--- config.mk ---
export PLATFORM = sky130hd
export DESIGN_NAME = redo_log_transaction_tracker
export DESIGN_NICKNAME = d
export VERILOG_FILES = /design/src/hw/rtl/rltt_pkg.sv /design/src/hw/rtl/rltt_front.sv /design/src/hw/rtl/rltt_queue.sv /design/src/hw/rtl/rltt_back.sv /design/src/hw/rtl/redo_log_transaction_tracker.sv
export VERILOG_INCLUDE_DIRS = /design/src /design/src/hw/rtl
export SDC_FILE = /design/constraint.sdc
export NUM_CORES = 2
export LEC_CHECK = 0
export BUFFER_PORTS_ARGS = -buffer_cell sky130_fd_sc_hd__buf_2
export CAP_MARGIN = 20
export CELL_PAD_IN_SITES_DETAIL_PLACEMENT = 1
export CELL_PAD_IN_SITES_GLOBAL_PLACEMENT = 2
export CORE_MARGIN = 2
export CORE_UTILIZATION = 40
export DETAILED_ROUTE_END_ITERATION = 7
export PLACE_DENSITY = 0.84
export SYNTH_ARGS = -nofsm -noshare
export SYNTH_HDL_FRONTEND = slang
export SYNTH_SLANG_ARGS = --single-unit
--- constraint.sdc ---
create_clock -name aclk -period 4.1 [get_ports aclk]
set_clock_uncertainty 0.2 [all_clocks]
set_input_delay 0.82 -clock aclk [delete_from_list [all_inputs] [get_ports aclk]]
set_output_delay 0.82 -clock aclk [all_outputs]
set_load 0.005 [all_outputs]
--- src/hw/rtl/redo_log_transaction_tracker_macros.svh ---
// Assertion macros for the redo log tracker RTL, included by rltt_back.
`ifndef REDO_LOG_TRANSACTION_TRACKER_MACROS_SVH
`define REDO_LOG_TRANSACTION_TRACKER_MACROS_SVH

// Consequent must hold in the same cycle as the antecedent.
`define RLTT_ASSERT_NOW(name, ante, cons, msg) \
    name: assert property (@(posedge aclk) disable iff (!aresetn) (ante) |-> (cons)) \
        else $error(msg);

// Consequent must hold in the cycle after the antecedent.
`define RLTT_ASSERT_NEXT(name, ante, cons, msg) \
    name: assert property (@(posedge aclk) disable iff (!aresetn) (ante) |=> (cons)) \
        else $error(msg);

`endif

--- src/hw/rtl/rltt_pkg.sv ---
// Types, constants and register map of the redo log transaction tracker.
package rltt_pkg;

    localparam int TABLE_DEPTH_DEF = 30;
    localparam int OP_RESERVE_DEF  = 10;

    localparam int BLK_W    = 32;
    localparam int COUNT_W  = 5;
    localparam int OPS_W    = 2;
    localparam int SIZE_W   = 11;
    localparam logic [OPS_W-1:0] OPS_MAX = 2'd3;

    localparam int QUEUE_DEPTH = 4;
    localparam int QPTR_W      = $clog2(QUEUE_DEPTH);

    // configuration register map, word index
    localparam int REG_IDX_W = 1;
    localparam int ADDR_W    = REG_IDX_W + 2;
    localparam logic [REG_IDX_W-1:0] REG_LOG_START = 1'd0;
    localparam logic [REG_IDX_W-1:0] REG_LOG_SIZE  = 1'd1;

    localparam logic [BLK_W-1:0]  LOG_START_RST = 32'd2;
    localparam logic [SIZE_W-1:0] LOG_SIZE_RST  = 11'd30;

    typedef enum logic [1:0] {
        REQ_BEGIN = 2'd0,
        REQ_WRITE = 2'd1,
        REQ_END   = 2'd2,
        REQ_NOP   = 2'd3
    } req_kind_t;

    typedef enum logic [2:0] {
        ST_OK       = 3'd0,
        ST_WAIT     = 3'd1,
        ST_ABSORBED = 3'd2,
        ST_TOO_BIG  = 3'd3,
        ST_OUTSIDE  = 3'd4
    } status_t;

    typedef enum logic [1:0] {
        CMD_NONE   = 2'd0,
        CMD_COPY   = 2'd1,
        CMD_HEADER = 2'd2
    } cmd_t;

    typedef struct packed {
        req_kind_t        kind;
        logic [BLK_W-1:0] blk;
    } item_t;

    typedef struct packed {
        status_t            status;
        cmd_t               command;
        logic [BLK_W-1:0]   src;
        logic [BLK_W-1:0]   dst;
        logic [COUNT_W-1:0] hdr_count;
        logic               last;
    } result_t;

    typedef struct packed {
        logic [BLK_W-1:0]  log_start;
        logic [SIZE_W-1:0] log_size;
    } cfg_t;

endpackage

--- src/hw/rtl/rltt_front.sv ---
// Request intake: decodes the request kind and holds it until the queue takes it.
module rltt_front (
    input  logic                        aclk,
    input  logic                        aresetn,
    input  logic                        s_tvalid,
    output logic                        s_tready,
    input  logic [rltt_pkg::BLK_W-1:0]  s_tdata,   // [31:0] block_number
    input  logic [1:0]                  s_tuser,   // [1:0] req_type
    output logic                        push_valid,
    input  logic                        push_ready,
    output rltt_pkg::item_t             push_item
);

    logic            hold_valid_reg, hold_valid_next;
    rltt_pkg::item_t hold_item_reg, hold_item_next;
    logic            s_accept;
    rltt_pkg::req_kind_t kind;

    assign s_tready = !hold_valid_reg || push_ready;
    assign s_accept = s_tvalid && s_tready;

    always_comb begin
        unique case (s_tuser)
            2'd0:    kind = rltt_pkg::REQ_BEGIN;
            2'd1:    kind = rltt_pkg::REQ_WRITE;
            2'd2:    kind = rltt_pkg::REQ_END;
            default: kind = rltt_pkg::REQ_NOP;
        endcase
    end

    always_comb begin
        hold_item_next  = hold_item_reg;
        hold_valid_next = hold_valid_reg;
        if (s_accept) begin
            hold_item_next.kind = kind;
            hold_item_next.blk  = s_tdata;
            hold_valid_next     = 1'b1;
        end else if (push_ready) begin
            hold_valid_next = 1'b0;
        end
    end

    always_ff @(posedge aclk) begin
        if (!aresetn) begin
            hold_valid_reg <= 1'b0;
        end else begin
            hold_valid_reg <= hold_valid_next;
        end
    end

    always_ff @(posedge aclk) begin
        hold_item_reg <= hold_item_next;
    end

    assign push_valid = hold_valid_reg;
    assign push_item  = hold_item_reg;

endmodule

--- src/hw/rtl/rltt_queue.sv ---
// Short request queue between intake and execution.
module rltt_queue (
    input  logic            aclk,
    input  logic            aresetn,
    input  logic            push_valid,
    output logic            push_ready,
    input  rltt_pkg::item_t push_item,
    output logic            pop_valid,
    input  logic            pop_ready,
    output rltt_pkg::item_t pop_item
);

    rltt_pkg::item_t                q_mem_reg [rltt_pkg::QUEUE_DEPTH];
    logic [rltt_pkg::QPTR_W-1:0]   wr_ptr_reg, wr_ptr_next;
    logic [rltt_pkg::QPTR_W-1:0]   rd_ptr_reg, rd_ptr_next;
    logic [rltt_pkg::QPTR_W:0]     fill_reg, fill_next;
    logic                           do_push, do_pop;

    assign push_ready = fill_reg != (rltt_pkg::QPTR_W+1)'(rltt_pkg::QUEUE_DEPTH);
    assign pop_valid  = fill_reg != '0;
    assign do_push    = push_valid && push_ready;
    assign do_pop     = pop_valid && pop_ready;
    assign pop_item   = q_mem_reg[rd_ptr_reg];

    always_comb begin
        wr_ptr_next = do_push ? wr_ptr_reg + 1'b1 : wr_ptr_reg;
        rd_ptr_next = do_pop  ? rd_ptr_reg + 1'b1 : rd_ptr_reg;
        fill_next   = fill_reg;
        if (do_push && !do_pop) begin
            fill_next = fill_reg + 1'b1;
        end else if (do_pop && !do_push) begin
            fill_next = fill_reg - 1'b1;
        end
    end

    always_ff @(posedge aclk) begin
        if (!aresetn) begin
            wr_ptr_reg <= '0;
            rd_ptr_reg <= '0;
            fill_reg   <= '0;
        end else begin
            wr_ptr_reg <= wr_ptr_next;
            rd_ptr_reg <= rd_ptr_next;
            fill_reg   <= fill_next;
        end
    end

    always_ff @(posedge aclk) begin
        if (do_push) begin
            q_mem_reg[wr_ptr_reg] <= push_item;
        end
    end

endmodule

--- src/hw/rtl/rltt_back.sv ---
// Request execution: entry table, operation count, commit burst and result register.
`include "redo_log_transaction_tracker_macros.svh"

module rltt_back #(
    parameter int TABLE_DEPTH = rltt_pkg::TABLE_DEPTH_DEF,
    parameter int OP_RESERVE  = rltt_pkg::OP_RESERVE_DEF
) (
    input  logic              aclk,
    input  logic              aresetn,
    input  rltt_pkg::cfg_t    cfg,
    input  logic              pop_valid,
    output logic              pop_ready,
    input  rltt_pkg::item_t   pop_item,
    output logic              out_valid,
    input  logic              m_tready,
    output rltt_pkg::result_t out_res
);

    localparam int IDX_W  = $clog2(TABLE_DEPTH);
    localparam int NEED_W = $clog2(TABLE_DEPTH + 4 * OP_RESERVE + 1);
    localparam int CW     = rltt_pkg::COUNT_W;

    typedef enum logic [6:0] {
        S_IDLE   = 7'b0000001,
        S_SEARCH = 7'b0000010,
        S_RESP   = 7'b0000100,
        S_CP_OUT = 7'b0001000,
        S_HDR_N  = 7'b0010000,
        S_CP_IN  = 7'b0100000,
        S_HDR_Z  = 7'b1000000
    } state_t;

    logic [rltt_pkg::BLK_W-1:0] mem [TABLE_DEPTH];
    logic [rltt_pkg::BLK_W-1:0] rd_data_reg;

    state_t                          state_reg, state_next;
    logic [CW-1:0]                   count_reg, count_next;
    logic [rltt_pkg::OPS_W-1:0]      ops_reg, ops_next;
    logic [CW-1:0]                   idx_reg, idx_next;
    logic                            cmp_valid_reg, cmp_valid_next;
    logic [rltt_pkg::BLK_W-1:0]      blk_reg, blk_next;
    rltt_pkg::status_t               resp_reg, resp_next;
    logic                            out_valid_reg, out_valid_next;
    rltt_pkg::result_t               out_res_reg;

    logic                            out_free, emit, rd_en, wr_en, hit, too_big;
    logic [IDX_W-1:0]                rd_addr;
    logic [CW-1:0]                   idx_inc;
    logic [NEED_W-1:0]               need;
    logic [rltt_pkg::BLK_W-1:0]      slot;
    rltt_pkg::result_t               res;

    assign out_free = !out_valid_reg || m_tready;
    assign idx_inc  = idx_reg + 1'b1;
    assign slot     = cfg.log_start + rltt_pkg::BLK_W'(idx_reg) + 32'd1;
    assign hit      = cmp_valid_reg && (rd_data_reg == blk_reg);
    assign need     = NEED_W'(count_reg)
                    + NEED_W'(OP_RESERVE) * (NEED_W'(ops_reg) + NEED_W'(1));
    assign too_big  = (count_reg >= CW'(TABLE_DEPTH))
                   || (rltt_pkg::SIZE_W'(count_reg) + rltt_pkg::SIZE_W'(1) >= cfg.log_size);

    always_comb begin
        state_next     = state_reg;
        count_next     = count_reg;
        ops_next       = ops_reg;
        idx_next       = idx_reg;
        cmp_valid_next = 1'b0;
        blk_next       = blk_reg;
        resp_next      = resp_reg;
        pop_ready      = 1'b0;
        rd_en          = 1'b0;
        rd_addr        = idx_reg[IDX_W-1:0];
        wr_en          = 1'b0;
        emit           = 1'b0;
        res            = '0;

        unique case (state_reg)
            S_IDLE: begin
                if (pop_valid) begin
                    pop_ready  = 1'b1;
                    blk_next   = pop_item.blk;
                    state_next = S_RESP;
                    resp_next  = rltt_pkg::ST_OK;
                    unique case (pop_item.kind)
                        rltt_pkg::REQ_BEGIN: begin
                            if (ops_reg == rltt_pkg::OPS_MAX || need > NEED_W'(TABLE_DEPTH)) begin
                                resp_next = rltt_pkg::ST_WAIT;
                            end else begin
                                ops_next = ops_reg + 1'b1;
                            end
                        end
                        rltt_pkg::REQ_WRITE: begin
                            priority if (too_big) begin
                                resp_next = rltt_pkg::ST_TOO_BIG;
                            end else if (ops_reg == '0) begin
                                resp_next = rltt_pkg::ST_OUTSIDE;
                            end else begin
                                idx_next   = '0;
                                state_next = S_SEARCH;
                            end
                        end
                        rltt_pkg::REQ_END: begin
                            if (ops_reg == '0) begin
                                resp_next = rltt_pkg::ST_OUTSIDE;
                            end else begin
                                ops_next = ops_reg - 1'b1;
                                if (ops_reg == 2'd1 && count_reg != '0) begin
                                    // last operation closed with entries logged: start the commit burst
                                    idx_next   = '0;
                                    rd_en      = 1'b1;
                                    rd_addr    = '0;
                                    state_next = S_CP_OUT;
                                end
                            end
                        end
                        default: ;
                    endcase
                end
            end
            S_SEARCH: begin
                // one table read issued per cycle, compared in the cycle after
                priority if (hit) begin
                    resp_next  = rltt_pkg::ST_ABSORBED;
                    state_next = S_RESP;
                end else if (idx_reg < count_reg) begin
                    rd_en          = 1'b1;
                    idx_next       = idx_inc;
                    cmp_valid_next = 1'b1;
                end else if (!cmp_valid_reg) begin
                    wr_en      = 1'b1;
                    count_next = count_reg + 1'b1;
                    resp_next  = rltt_pkg::ST_OK;
                    state_next = S_RESP;
                end else begin
                    cmp_valid_next = 1'b0;
                end
            end
            S_RESP: begin
                if (out_free) begin
                    emit       = 1'b1;
                    res.status = resp_reg;
                    res.last   = 1'b1;
                    state_next = S_IDLE;
                end
            end
            S_CP_OUT: begin
                if (out_free) begin
                    emit        = 1'b1;
                    res.command = rltt_pkg::CMD_COPY;
                    res.src     = rd_data_reg;
                    res.dst     = slot;
                    if (idx_inc == count_reg) begin
                        state_next = S_HDR_N;
                    end else begin
                        idx_next = idx_inc;
                        rd_en    = 1'b1;
                        rd_addr  = idx_inc[IDX_W-1:0];
                    end
                end
            end
            S_HDR_N: begin
                if (out_free) begin
                    emit          = 1'b1;
                    res.command   = rltt_pkg::CMD_HEADER;
                    res.hdr_count = count_reg;
                    idx_next      = '0;
                    rd_en         = 1'b1;
                    rd_addr       = '0;
                    state_next    = S_CP_IN;
                end
            end
            S_CP_IN: begin
                if (out_free) begin
                    emit        = 1'b1;
                    res.command = rltt_pkg::CMD_COPY;
                    res.src     = slot;
                    res.dst     = rd_data_reg;
                    if (idx_inc == count_reg) begin
                        state_next = S_HDR_Z;
                    end else begin
                        idx_next = idx_inc;
                        rd_en    = 1'b1;
                        rd_addr  = idx_inc[IDX_W-1:0];
                    end
                end
            end
            S_HDR_Z: begin
                if (out_free) begin
                    emit        = 1'b1;
                    res.command = rltt_pkg::CMD_HEADER;
                    res.last    = 1'b1;
                    count_next  = '0;
                    state_next  = S_IDLE;
                end
            end
            default: begin
                state_next = S_IDLE;
            end
        endcase
    end

    always_comb begin
        out_valid_next = out_valid_reg;
        if (emit) begin
            out_valid_next = 1'b1;
        end else if (m_tready) begin
            out_valid_next = 1'b0;
        end
    end

    always_ff @(posedge aclk) begin
        if (!aresetn) begin
            state_reg     <= S_IDLE;
            count_reg     <= '0;
            ops_reg       <= '0;
            cmp_valid_reg <= 1'b0;
            out_valid_reg <= 1'b0;
        end else begin
            state_reg     <= state_next;
            count_reg     <= count_next;
            ops_reg       <= ops_next;
            cmp_valid_reg <= cmp_valid_next;
            out_valid_reg <= out_valid_next;
        end
    end

    always_ff @(posedge aclk) begin
        idx_reg  <= idx_next;
        blk_reg  <= blk_next;
        resp_reg <= resp_next;
        if (emit) begin
            out_res_reg <= res;
        end
    end

    always_ff @(posedge aclk) begin
        if (wr_en) begin
            mem[count_reg[IDX_W-1:0]] <= blk_reg;
        end
        if (rd_en) begin
            rd_data_reg <= mem[rd_addr];
        end
    end

    assign out_valid = out_valid_reg;
    assign out_res   = out_res_reg;

    `RLTT_ASSERT_NOW(a_count_bound, 1'b1, count_reg <= CW'(TABLE_DEPTH),
        "entry count above table depth")
    `RLTT_ASSERT_NOW(a_no_overwrite, out_valid_reg && !m_tready, !emit,
        "result register overwritten while stalled")
    `RLTT_ASSERT_NEXT(a_commit_clears,
        emit && res.command == rltt_pkg::CMD_HEADER && res.last, count_reg == '0,
        "entry count not cleared after commit")

endmodule

--- src/hw/rtl/redo_log_transaction_tracker.sv ---
// Redo log group-commit tracker: top level with configuration registers.
//
// Requests enter on the s_ stream (s_tuser = request kind, s_tdata = block number);
// results leave on the m_ stream, one or more per request, m_tlast on the final one.
// Each request (begin, write, end, no-op) gives one status result; an end that closes the
// last operation with n logged entries gives 2n+2 commit commands instead.
// Intake registers a request, a four-deep queue decouples it from execution, and
// the executor owns the entry table (single-port RAM, registered read).
// A begin/end request passes the intake register, the queue, the executor's response
// state and the result register; a write first searches the entry table (one table
// compare per cycle). The executor takes one request at a time, a write holds it for
// the search, and a commit burst delivers one command per cycle while m_tready is high.
// A stalled m_tready holds the result register; the executor then waits and the
// queue and intake keep taking requests until full.
// Reset (aresetn low, synchronous) empties queue and result register, clears the
// entry count and open operations and reloads the configuration defaults.
// APB: word 0 log_region_start, word 1 log_region_size; write only while idle.
module redo_log_transaction_tracker #(
    parameter int TABLE_DEPTH = rltt_pkg::TABLE_DEPTH_DEF,
    parameter int OP_RESERVE  = rltt_pkg::OP_RESERVE_DEF
) (
    input  logic                         aclk,
    input  logic                         aresetn,
    input  logic                         s_tvalid,
    output logic                         s_tready,
    input  logic [31:0]                  s_tdata,   // [31:0] block_number
    input  logic [1:0]                   s_tuser,   // [1:0] req_type
    output logic                         m_tvalid,
    input  logic                         m_tready,
    output logic [71:0]                  m_tdata,   // [2:0] status, [34:3] source_block,
                                                    // [66:35] dest_block, [71:67] header_count
    output logic [1:0]                   m_tuser,   // [1:0] command
    output logic                         m_tlast,
    input  logic                         psel,
    input  logic                         penable,
    input  logic                         pwrite,
    input  logic [rltt_pkg::ADDR_W-1:0]  paddr,
    input  logic [31:0]                  pwdata,
    output logic [31:0]                  prdata,
    output logic                         pready
);

    rltt_pkg::cfg_t                      cfg_reg, cfg_next;
    logic [rltt_pkg::REG_IDX_W-1:0]      reg_idx;
    logic                                wr_req;
    logic                                push_valid, push_ready, pop_valid, pop_ready;
    rltt_pkg::item_t                     push_item, pop_item;
    rltt_pkg::result_t                   out_res;

    assign pready  = 1'b1;
    assign reg_idx = paddr[rltt_pkg::ADDR_W-1:2];
    assign wr_req  = psel && penable && pwrite && pready;

    always_comb begin
        cfg_next = cfg_reg;
        if (wr_req) begin
            unique case (reg_idx)
                rltt_pkg::REG_LOG_START: cfg_next.log_start = pwdata;
                rltt_pkg::REG_LOG_SIZE:  cfg_next.log_size  = pwdata[rltt_pkg::SIZE_W-1:0];
                default: ;
            endcase
        end
    end

    always_comb begin
        unique case (reg_idx)
            rltt_pkg::REG_LOG_START: prdata = cfg_reg.log_start;
            rltt_pkg::REG_LOG_SIZE:  prdata = 32'(cfg_reg.log_size);
            default:                 prdata = '0;
        endcase
    end

    always_ff @(posedge aclk) begin
        if (!aresetn) begin
            cfg_reg.log_start <= rltt_pkg::LOG_START_RST;
            cfg_reg.log_size  <= rltt_pkg::LOG_SIZE_RST;
        end else begin
            cfg_reg <= cfg_next;
        end
    end

    rltt_front u_front (
        .aclk       (aclk),
        .aresetn    (aresetn),
        .s_tvalid   (s_tvalid),
        .s_tready   (s_tready),
        .s_tdata    (s_tdata),
        .s_tuser    (s_tuser),
        .push_valid (push_valid),
        .push_ready (push_ready),
        .push_item  (push_item)
    );

    rltt_queue u_queue (
        .aclk       (aclk),
        .aresetn    (aresetn),
        .push_valid (push_valid),
        .push_ready (push_ready),
        .push_item  (push_item),
        .pop_valid  (pop_valid),
        .pop_ready  (pop_ready),
        .pop_item   (pop_item)
    );

    rltt_back #(
        .TABLE_DEPTH (TABLE_DEPTH),
        .OP_RESERVE  (OP_RESERVE)
    ) u_back (
        .aclk      (aclk),
        .aresetn   (aresetn),
        .cfg       (cfg_reg),
        .pop_valid (pop_valid),
        .pop_ready (pop_ready),
        .pop_item  (pop_item),
        .out_valid (m_tvalid),
        .m_tready  (m_tready),
        .out_res   (out_res)
    );

    assign m_tdata = {out_res.hdr_count, out_res.dst, out_res.src, out_res.status};
    assign m_tuser = out_res.command;
    assign m_tlast = out_res.last;

endmodule
==> results.md <==
- GRT Total Usage: 25.0%
- FILL cells: roughly 14000
- Routed wire length: about 170 mm
- Multi-input gate area: between 10000 and 15000 sq um
- Largest register FFs: 960
- First-pass GRT wire length: ~250 mm
- Setup Crit Path Kind: flop to flop
- Die width: 372 um
- Number of synthesized flops with an enable pin: between 1000 and 1500
- Post-synthesis cell type count: 78
- Period utilisation layout: a little over nine tenths
- Row count: around 140
- Slowest CP cell: or4_1
- Power per cell area: around 620 nW/um^2
- Synthesized Nets: 4206
- Hold Crit Start: pwdata[21]
- F_max: ~250 MHz
- NumNets Final: 4590
- Routed vias/inst: 5.74
- Status: finished, final reports clean
- Clk_lat worst skew: slightly below 0.8 ns
- CTS tree: done
- Async SR Flop Fraction: 0%
- First drt pass iteration count: 6
- FF+latch area: a little under 40000 sq um
- Core Area: 135000 sq um
- Worst vdd rail ir drop: 0.448 mV
- Crit path max fanout: 9
- Yosys reg bits: ~1300
- Crit path buf inv count: 3
- # diodes: 0
- CTS max path bufs: 3
- Cells after Synth: approximately 4100
- Crit-path max cell delay: about 0.68 ns
- Max_slew headroom: between 30% and 40%
- DRC viols: 0
- Fin area: about 64000 sq um
- Layout cells sized above 1: between 10% and 20%
- Placed instance area: approximately 59000 sq um
- Setup TNS: 0 ns
- CP delay by family, top: simple AND/OR/NAND/NOR gates
- Routability cong.: about 0.88
- Total CTS buffers: approximately 140
- Synth Flop Type: edfxtp_1
- Slew Viols, Final: 0
- Synth Warn #: 0
- Clock net sink count: 1346
- Synth Area per Inst: between 10 and 15 sq um
- Seq/Total Area, Yosys: around three quarters
- Count of final hold-check violations: 0
- Grt total ovfl: 0
- # port buffers: 182
- Mapped cell area: between 50000 and 60000 sq um
- Vias in the first global route: between 30000 and 40000
- Die height: approximately 370 um
- CP cell instances: mux4_2 -> inv_1 -> ha_1 -> nand4_1 -> buf_4 -> o21ai_4 -> a21oi_4 -> o21a_1 -> o211ai_4 -> buf_12 -> a21oi_1 -> or4_1 -> nor3_1
- LEAKAGE: ~23 nW
- Hold Path Class: input port to flop
- Total number of vias: around 37000
- Period minus WS final: between 3 and 4 ns
- Synth-to-layout area growth: 18.6%
- Total power draw: just under 40 mW
- RSZ-0062 raised after global routing: false
- Hold Slack: a little over 0.08 ns
- Clock root buffer: clkbuf_16
- DIE AREA: approximately 140000 sq um
- Initial antenna violation count: 1
- Largest net degree at the start of global routing: 70
- Routed len/inst: around 27 um
- Least-Margin Pin Slew: 0.953 ns
- Startpoint Class: flop
- DRT iter0 DRCs: slightly below 4000
- Nature of the critical path endpoint: flop
- H-tree depth: 4
- Reg clk slew, reported paths: ~0.06 ns
- Initial Utilization: 40.1%
- Final ANT Viol Nets: 0
- HPWL after detailed placement: between 100 and 150 mm
- Critical path required time: between 4 and 5 ns
- I/O Pins: 186
- Final setup vio count: 0
- Critical Path AT: 4.35 ns
- Max_cap viols: 0
==> worst min-delay path: stages <==
cell and delay, ns:
buf_2 0.10, nand2_1 0.05, a21oi_1 0.05
==> worst paths after layout <==
kind         slack [ns]                      to  depth (start not counted)
max reg2reg        0.16  u_back.rd_data_reg[25]                         13
min reg2reg        0.26             cfg_reg[11]                          2
max                0.16  u_back.rd_data_reg[25]                         13
min                0.08             cfg_reg[32]                          3
==> cells by family (layout without fill, tap and decap cells) <==
family | count (synthesis) | count (layout) | share of synthesized area, %
AND/OR/NAND/NOR | 1767 | 1767 | 14.3
flip-flops | 1346 | 1346 | 73.3
AO/OA/AOI/OAI | 533 | 533 | 6.16
buffers and inverters | 274 | 766 | 2.21
XOR/XNOR | 77 | 77 | 1.24
multiplexers | 52 | 52 | 1.77
adder cells (fa/ha/maj) | 40 | 40 | 0.965
other | 1 | 1 | 0.00692
==> per-stage QoR <==
step | instances | setup slack, ns | util [%]
floorplan | 4090 | 0.118 | -
global route | 6363 | 0.0215 | 47.6
CTS | 6361 | 0.0112 | 47.6
detailed placement | 6071 | -0.00661 | 44.0
global placement | 6071 | 0.0827 | 44.0
finish | 6363 | 0.155 | 47.6
==> layout by cell type, fill, tap and decap left out, drive strengths merged, types with 5 or more instances in the layout <==
cell         count
or3              5
nand4           13
edfxtp        1277
a22oi           19
o22ai           33
a31oi          101
a22o            25
nor3            43
nand3          276
nand2         1094
nor2           125
or4             34
ha              37
dfxtp           69
clkbuf         188
a21oi          219
and2            14
o211ai          11
clkinv          58
nor4            11
nor2b           24
a211oi          35
a21o             6
inv             35
buf            443
nand2b           9
mux2i            8
mux2            10
xor2            55
mux4            34
xnor2           22
dlygate4sd3     34
o21ai           46
and3           104
==> per-layer routing <==
| metal | part of all wire [%] | GRT usage (%) | routed length (um) |
|---|---|---|---|
| met3 | 7.2 | 4.10 | 12400 |
| met4 | 4.1 | 10.4 | 7180 |
| met2 | 48 | 41.0 | 83600 |
| met1 | 40 | 33.0 | 70200 |
| met5 | 0 | 0 | 0 |
==> report_power, final <==
part           leakage [nW]  total, mW  switching, mW  internal [mW]
clock network          2.12       12.3           5.42           6.93
logic                  8.33       9.71           6.57           3.13
registers              12.1       17.5          0.395           17.1
total                  22.5       39.6           12.4           27.2
==> cell usage after synthesis (6+ instances only) <==
cell      instances  share of area [%]
nor4_1           10               0.12
nand2b_1          9               0.10
a211oi_1         34               0.47
nor3_1           35               0.32
nand3_1         276                2.5
mux2i_1           8               0.15
a21o_1            6              0.083
xor2_1           55               0.89
nand4_1          10               0.12
nor2b_1          24               0.28
clkbuf_1        112               0.78
o211ai_1          7              0.097
nor3_2            7               0.13
dfxtp_1          69                2.5
ha_1             37               0.85
and2_1           13               0.15
a31oi_1         101                1.2
buf_1            27               0.19
or4_1            34               0.47
o22ai_1          33               0.38
nand2_1        1092                7.6
mux4_2           34                1.4
nor2_1          123               0.85
a22o_1           25               0.40
edfxtp_1       1277                 71
a21oi_1         218                2.0
xnor2_1          22               0.36
inv_1            34               0.24
buf_2            90               0.83
mux2_2           10               0.21
and3_1          104                1.2
o21ai_0          44               0.41
a22oi_1          19               0.26
==> repair_timing <==
item / 4_1_cts / 5_1_grt
hold buffers: 34 / 0
pin swaps: 0 / 2
setup endpoints to repair: 6 / 29
setup buffers: 3 / 1
endpoints found under the hold margin: 34 / 0
resized for setup: 1 / 12
==> cell type report <==
| class | instances | area share [%] |
|---|---|---|
| sequential | 1346 | 61.8 |
| multi-input combinational | 2470 | 21.2 |
| tap | 1781 | 3.47 |
| inverter | 36 | 0.218 |
| timing repair buffer | 477 | 6.51 |
| clock buffer | 188 | 6.04 |
| clock inverter | 65 | 0.786 |
Note: power is estimated with default switching activity, not from simulation.
